`config.mk`:
```
export PLATFORM = sky130hd
export DESIGN_NAME = nnpt_dist
export DESIGN_NICKNAME = d
export VERILOG_FILES = /design/src/hw/rtl/nearest_neighbor_point_tracker_top_assert.svh /design/src/hw/rtl/nnpt_pkg.sv /design/src/hw/rtl/nnpt_dist.sv
export SDC_FILE = /design/constraint.sdc
export NUM_CORES = 1
export LEC_CHECK = 0
export BUFFER_PORTS_ARGS = -buffer_cell sky130_fd_sc_hd__clkbuf_2
export CORE_MARGIN = 2
export CORE_UTILIZATION = 45
export DETAILED_ROUTE_END_ITERATION = 16
export GPL_TIMING_DRIVEN = 0
export PLACE_DENSITY = 0.75
export SYNTH_ARGS = -nofsm -noshare
export SYNTH_HDL_FRONTEND = slang
export SYNTH_SLANG_ARGS = --single-unit
```
`constraint.sdc`:
```
create_clock -name clk_i -period 10.41 [get_ports clk_i]
set_input_delay 0 -clock clk_i [delete_from_list [all_inputs] [get_ports clk_i]]
set_output_delay 0 -clock clk_i [all_outputs]
set_load 0.005 [all_outputs]
```
`src/hw/rtl/nearest_neighbor_point_tracker_top_assert.svh`:
```
// Assertion macros for the point tracker.
`ifndef NEAREST_NEIGHBOR_POINT_TRACKER_TOP_ASSERT_SVH
`define NEAREST_NEIGHBOR_POINT_TRACKER_TOP_ASSERT_SVH
// Implication checked on every rising clock edge outside reset.
`define NNPT_ASSERT_IMP(lbl, clk, rstn, a, c) \
  lbl: assert property (@(posedge clk) disable iff (!rstn) (a) |-> (c)) \
    else $error("nnpt check failed");
// Next-cycle implication checked outside reset.
`define NNPT_ASSERT_NXT(lbl, clk, rstn, a, c) \
  lbl: assert property (@(posedge clk) disable iff (!rstn) (a) |=> (c)) \
    else $error("nnpt check failed");
`endif

```
`src/hw/rtl/nnpt_pkg.sv`:
```
// Shared types and constants of the point tracker.
package nnpt_pkg;
  localparam int unsigned CoordW = 20;
  localparam int unsigned IdW = 16;
  localparam int unsigned DistW = 43;

  typedef enum logic [1:0] {
    EV_ENTER = 2'd0,
    EV_MOVE  = 2'd1,
    EV_LEAVE = 2'd2
  } ev_kind_e;

  typedef enum logic {
    CFG_TRACK_EN = 1'b0,
    CFG_MAX_DIST = 1'b1
  } cfg_idx_e;

  typedef struct packed {
    logic signed [CoordW-1:0] z;
    logic signed [CoordW-1:0] y;
    logic signed [CoordW-1:0] x;
  } vec_t;

  typedef struct packed {
    logic [1:0]      kind;
    logic [IdW-1:0]  id;
    vec_t            cur;
    vec_t            prev;
    logic            last;
  } event_t;
endpackage

```
`src/hw/rtl/nnpt_dist.sv`:
```
// Shared distance unit: one axis squared per cycle, accumulated over the x, y and z axes.
module nnpt_dist (
  input  logic                      clk_i,
  input  logic                      rst_ni,
  input  logic                      start_i,
  input  nnpt_pkg::vec_t            a_i,
  input  nnpt_pkg::vec_t            b_i,
  output logic                      done_o,
  output logic [nnpt_pkg::DistW-1:0] dist_o
);
  import nnpt_pkg::*;

  logic [1:0] ax_q, ax_d;
  logic busy_q, busy_d;
  logic [DistW-1:0] acc_q, acc_d;
  logic signed [CoordW:0] da, db, df;
  logic signed [2*CoordW+1:0] dfw;
  logic [2*CoordW+1:0] sq;

  always_comb begin
    unique case (ax_q)
      2'd0: begin
        da = {a_i.x[CoordW-1], a_i.x};
        db = {b_i.x[CoordW-1], b_i.x};
      end
      2'd1: begin
        da = {a_i.y[CoordW-1], a_i.y};
        db = {b_i.y[CoordW-1], b_i.y};
      end
      default: begin
        da = {a_i.z[CoordW-1], a_i.z};
        db = {b_i.z[CoordW-1], b_i.z};
      end
    endcase
    df = da - db;
    dfw = (2*CoordW+2)'(df);
    sq = $unsigned(dfw * dfw);
    busy_d = busy_q;
    ax_d = ax_q;
    acc_d = acc_q;
    if (start_i) begin
      busy_d = 1'b1;
      ax_d = 2'd0;
      acc_d = '0;
    end else if (busy_q) begin
      acc_d = acc_q + DistW'(sq);
      if (ax_q == 2'd2) begin
        busy_d = 1'b0;
      end
      ax_d = ax_q + 2'd1;
    end
  end

  always_ff @(posedge clk_i or negedge rst_ni) begin
    if (!rst_ni) begin
      busy_q <= 1'b0;
      ax_q <= '0;
      done_o <= 1'b0;
    end else begin
      busy_q <= busy_d;
      ax_q <= ax_d;
      done_o <= busy_q && (ax_q == 2'd2);
    end
  end

  always_ff @(posedge clk_i) begin
    acc_q <= acc_d;
  end

  assign dist_o = acc_q;
endmodule

```
### Yosys cells after proc, flatten, opt, wreduce, memory -nomap -nowiden

Index checks and enable logic that the tools add are counted.

| word-level totals | value |
|---|---|
| logic and storage cells | 20 |
| register bits | 47 |
| bits of input ports | 123 |
| output and inout bits | 44 |

| cells by class | value |
|---|---|
| mux-type cells | 7 |
| eq/ne operators | 2 |
| reductions and logical operators | 3 |
| $add $sub $neg | 3 |
| multiply operators | 1 |

Operators by type and width:

| cell | number |
|---|---|
| $pmux W21 S2 | 2 |
| $add A43 B42 Y43 | 1 |
| $mul A21 B21 Y42 | 1 |
| $sub A21 B21 Y21 | 1 |
| $mux W2 | 2 |
| $mux W1 | 3 |
| $add A2 B1 Y2 const B | 1 |
| $eq A2 B1 Y1 const B | 1 |
| $eq A2 B2 Y1 const B | 1 |
| $logic_not A2 Y1 | 1 |
| $reduce_bool A2 Y1 | 1 |
| $logic_and A1 B1 Y1 | 1 |

### Logic depth before layout (Yosys ltp)

| depth | value |
|---|---|
| depth after elaboration | 5 |
| depth in mapped cells | 54 |
| mapped depth without buffers | 52 |

### Worst setup path before layout

OpenSTA, ideal clock, no wires.

| timing | value |
|---|---|
| kind | reg-to-reg |
| start | register ax_q[0] |
| end | register acc_q[40], in the netlist dist_o[40] |
| period minus slack after synthesis | 11.410 ns |
| arrival | 11.288 ns |
| library setup time | 0.122 ns |
| stages on the path, launching flop included | 53 |
| data required time | 10.288 ns |
| path buffers | 3 |
| slack | -1.000 ns |
| cell sequence | dfrtp_1 inv_1 ha_1 clkbuf_1 clkbuf_1 a22oi_1 nand2_1 ha_1 fa_1 nand2b_1 a21boi_1 o21ai_0 a21oi_1 o21ai_0 a21boi_1 o21ai_1 nand2_1 inv_1 [... 17 more ...] nand3_1 o211ai_1 o21ai_1 o211a_1 o21a_1 nor2_1 o21ai_0 xor2_1 ha_1 a21o_1 a21o_1 a21o_1 a21o_1 a21o_1 or3_1 a21oi_1 nor3_1 o311a_1 |

| on the way | value |
|---|---|
| word-level cells in the longest chain between the ends | 5 |
| elaborated cells on any way between the ends | 7 |
| those cells by class | add/sub: 2; mul: 1; eq/ne: 1; mux: 2; reduce/logical: 1 |

RTL lines:

| item | RTL line | text |
|---|---|---|
| start: declaration | nnpt_dist.sv:13 | `logic [1:0] ax_q, ax_d;` |
| start signal: assignment | nnpt_dist.sv:57 | `ax_q <= '0;` |
| start signal: assignment | nnpt_dist.sv:61 | `ax_q <= ax_d;` |
| $eq A2 B1 Y1 or $logic_not A2 Y1 (tied branches) | nnpt_dist.sv:21 | `unique case (ax_q)` |
| $pmux W21 S2 | nnpt_dist.sv:21 |  |
| $sub A21 B21 Y21 (*) | nnpt_dist.sv:35 | `df = da - db;` |
| $mul A21 B21 Y42 (*) | nnpt_dist.sv:37 | `sq = $unsigned(dfw * dfw);` |
| $add A43 B42 Y43 (*) | nnpt_dist.sv:46 | `acc_d = acc_q + DistW'(sq);` |
| end signal: assignment | nnpt_dist.sv:67 | `acc_q <= acc_d;` |
| end: declaration | nnpt_dist.sv:15 | `logic [DistW-1:0] acc_q, acc_d;` |

Mark *: on every way between the ends. The rest lies on a longest branch, timed or not.
A chain may end at the register's enable or synchronous reset.

### Worst setup path after layout

| timing | value |
|---|---|
| start | register ax_q[0] |
| end | register acc_q[39], in the netlist dist_o[39] |

The elaborated chain is that of the path after synthesis.

==> key figures <==
Floorplan
  – Die Span X: 214 um
  – Num rows: 76
  – Die ar.: 45800 sq um
  – Core box area: 43300 sq um
  – I/O pin cnt: 167
  – Chip height: ~210 um
  – Initial Utilization: 0.458

Worst setup path
  – Required @ worst endpoint: 10580 ps
  – Critical path's top delay family: adder cells
  – Worst path slowest cell: fa_1
  – Crit path top cell by count: fa_1
  – Crit path DAT: 11540 ps
  – WS Path Type: flop to flop
  – Worst setup SP type: flop
  – Critical Path Fanout Max: 8
  – CP peak stage delay: 560 ps
  – CP Buf/Inv Count: 8
  – Worst setup EP type: flop

Clock tree
  – H-tree levels: 2
  – CTS tree: done
  – Clk sinks: 47
  – CTS Root Cell: clkbuf_16
  – Reg clk slew, reported paths: 70 ps
  – CTS buffer count: 5
  – Max Root-Sink Buffers: 2
  – Later-pin clock latency in the skew report: 300 ps

Global route
  – First-pass GRT wire length: roughly 100000 um
  – Pin count of the biggest net entering global routing: 17
  – Grt total ovfl: 0
  – Vias in the first global route: 18600
  – Initial antenna violation count: 0
  – All-layer global routing usage: 0.290

Logic synthesis
  – Yosys synthesis warning count: 0
  – Post-synth EDFFs: 0
  – Syn Nets: 2990
  – Syn Inst Count: 2262
  – Seq cells post-synth: 47
  – Register area share after synthesis: 0.0485
  – Synth Area in Compound Gates: 0.122
  – Post-synthesis xor/xnor area fraction: 0.0437
  – Post-Synthesis Cell Area: roughly 20000 sq um
  – Main combinational cell family by area after synthesis: adder cells
  – Post-synthesis mux area share: 0.0186
  – Mean Syn Cell Area: 8.76 sq um
  – Library cells used by synthesis: slightly below 80
  – Post-synth ARST share: 0.0851
  – Post-synthesis simple-gate area fraction: 0.115
  – Post-synth top flop: dfxtp_1
  – Post-Synth Adder-Cell Area: 0.539

Placed design
  – Number of instances in the placed design: 3013
  – Worst slack, placed: -2840 ps
  – Final HPWL DP: slightly above 50000 um
  – Buffers on Ports: 166
  – Placer congestion estimate: approximately 1
  – Placed cell areas: 21700 sq um

STA
  – Slew Viols, Final: 0
  – RSZ-0062 raised after global routing: yes
  – F_max: 0.0879 GHz
  – Setup Skew: 4.08 ps
  – Actual slew at the worst max-slew pin: around 1000 ps
  – Final Critical Period: 11380 ps
  – Fin crit share: 1.09
  – Final WS setup: -969 ps
  – Slew margin rel.: 0.304
  – Final Setup Violations: 22
  – Hold Violations, Final: 0

Drt
  – Vias: 17400
  – Total wire length: about 65000 um
  – ANT nets after route: 0
  – Wirelength per Cell: around 20 um
  – DRC errors left: 0
  – Initial DRC count: 1280
  – Vias per cell: 5.49
  – DRT Pass-1 Iters: 5

Finish
  – Final nets: 3314
  – Design area: 24600 sq um
  – P&R area growth vs syn: 24.3%
  – Antenna diode count: 0
  – Share of cells above drive strength 1: 0.240
  – Final Non-Filler Cells: 3172

Min path
  – Hold Path Class: input pin to flop

Status
  – Status: finished, violations left
  – Violated checks: negative setup slack

Job
  – # Max-Cap Violations: 0
layout by cell type (no fill, tap or decap), types with 26 or more instances in the layout:
cell	n
clkbuf_2	172
nor2_1	175
a21oi_1	67
buf_4	133
xor2_1	26
a21o_1	54
inv_1	500
nand2_1	189
xnor2_1	57
dfxtp_1	43
fa_1	405
ha_1	159
a21oi_2	27
mux2i_1	33
metal layers:
layer  vias up  part of all wire  GRT usage
li1       7731                 -          -
met1      8711              0.39      0.366
met2       799              0.48      0.491
met3       168             0.086     0.0611
met4         0             0.046      0.112
met5         -                 0          0
flip-flops by register name, summed over array words and instances (netlist names):
signal  flops
done_o      1
dist_o     43
ax_q        2
busy_q      1
metrics by stage:
step / utilization / TNS, ps / hold slack, ps
3_3_place_gp: 0.500 / -59010 / -190
6_report: 0.569 / -12660 / 50.1
2_1_floorplan: - / -365 / -296
4_1_cts: 0.552 / -9650 / 31.4
5_1_grt: 0.569 / -19450 / 52.7
3_5_place_dp: 0.500 / -61030 / -181
synth_stat cells (5+ instances only):
library cell  number  area share
fa_1             416        0.42
nand3_1           17      0.0043
a31o_2             6      0.0027
a31oi_1            7      0.0022
nor2b_1            5      0.0016
and2_1             8      0.0025
xor2_1            34       0.015
o211ai_1           9      0.0034
a21o_1            55       0.021
nor3_1            21      0.0053
o21a_1            12      0.0045
clkbuf_1          61       0.012
inv_2              7      0.0013
ha_1             189        0.12
o21ai_0           29      0.0073
inv_1            520       0.098
nand4_1            9      0.0028
or2_1             10      0.0032
a31o_1             5      0.0022
dfxtp_1           43       0.043
mux2i_1           33       0.017
and3_1             8      0.0025
o21bai_1           9      0.0034
nand2b_1          19      0.0060
nor4_1             5      0.0016
xnor2_1           65       0.029
nor2_1           200       0.038
a22oi_1           19      0.0072
nand2_1          203       0.038
a211oi_1          10      0.0038
o21ai_1           16      0.0040
a22o_1            22      0.0097
a21oi_1          100       0.025
or2_2              5      0.0016
cells by family (layout without fill, tap and decap cells):
logic type / after synthesis / in the layout
fa+ha+maj: 605 / 605
simple gates: 526 / 526
compound gates: 351 / 351
buf+inv: 598 / 923
xor+xnor: 99 / 99
mux: 36 / 36
flops: 47 / 47
worst paths after layout:
path                       startpoint         end  slack [ps]  cells after the start
setup / recovery              ax_q[0]  dist_o[39]        -970                     49
hold / removal                start_i      busy_q          50                      3
setup reg to reg              ax_q[0]  dist_o[39]        -970                     49
hold reg to reg             dist_o[2]   dist_o[2]         520                      2
max in group asynchronous      rst_ni     ax_q[0]       10200                      2
min in group asynchronous      rst_ni     ax_q[0]          60                      2
layout make-up:
class	instances	area, sq um
plain buffers	65	566
clock buffers	6	150
clock inverters	2	37.5
fillers	3762	18600
inverters	529	2010
multi-input cells	1617	18100
flip-flops and latches	47	962
well taps	585	732
repair buffers	321	2110
worst min-delay path, delay by kind of cell:
kind | cells | cell delay [ps]
AO/OA/AOI/OAI | 1 | 110
buffers and inverters | 2 | 200
what timing repair did:
action | in CTS | in global routing
endpoints found under the setup margin | 29 | 26
resized for setup | 262 | 93
buffers inserted | 107 | 47
hold buffers | 1 | 0
hold endpoints to repair | 4 | 0
pin swaps | 123 | 97
cloned | 1 | 0
Power is not shown: default switching activity piles up to over one toggle a cycle in this logic, so the estimate is an artifact.
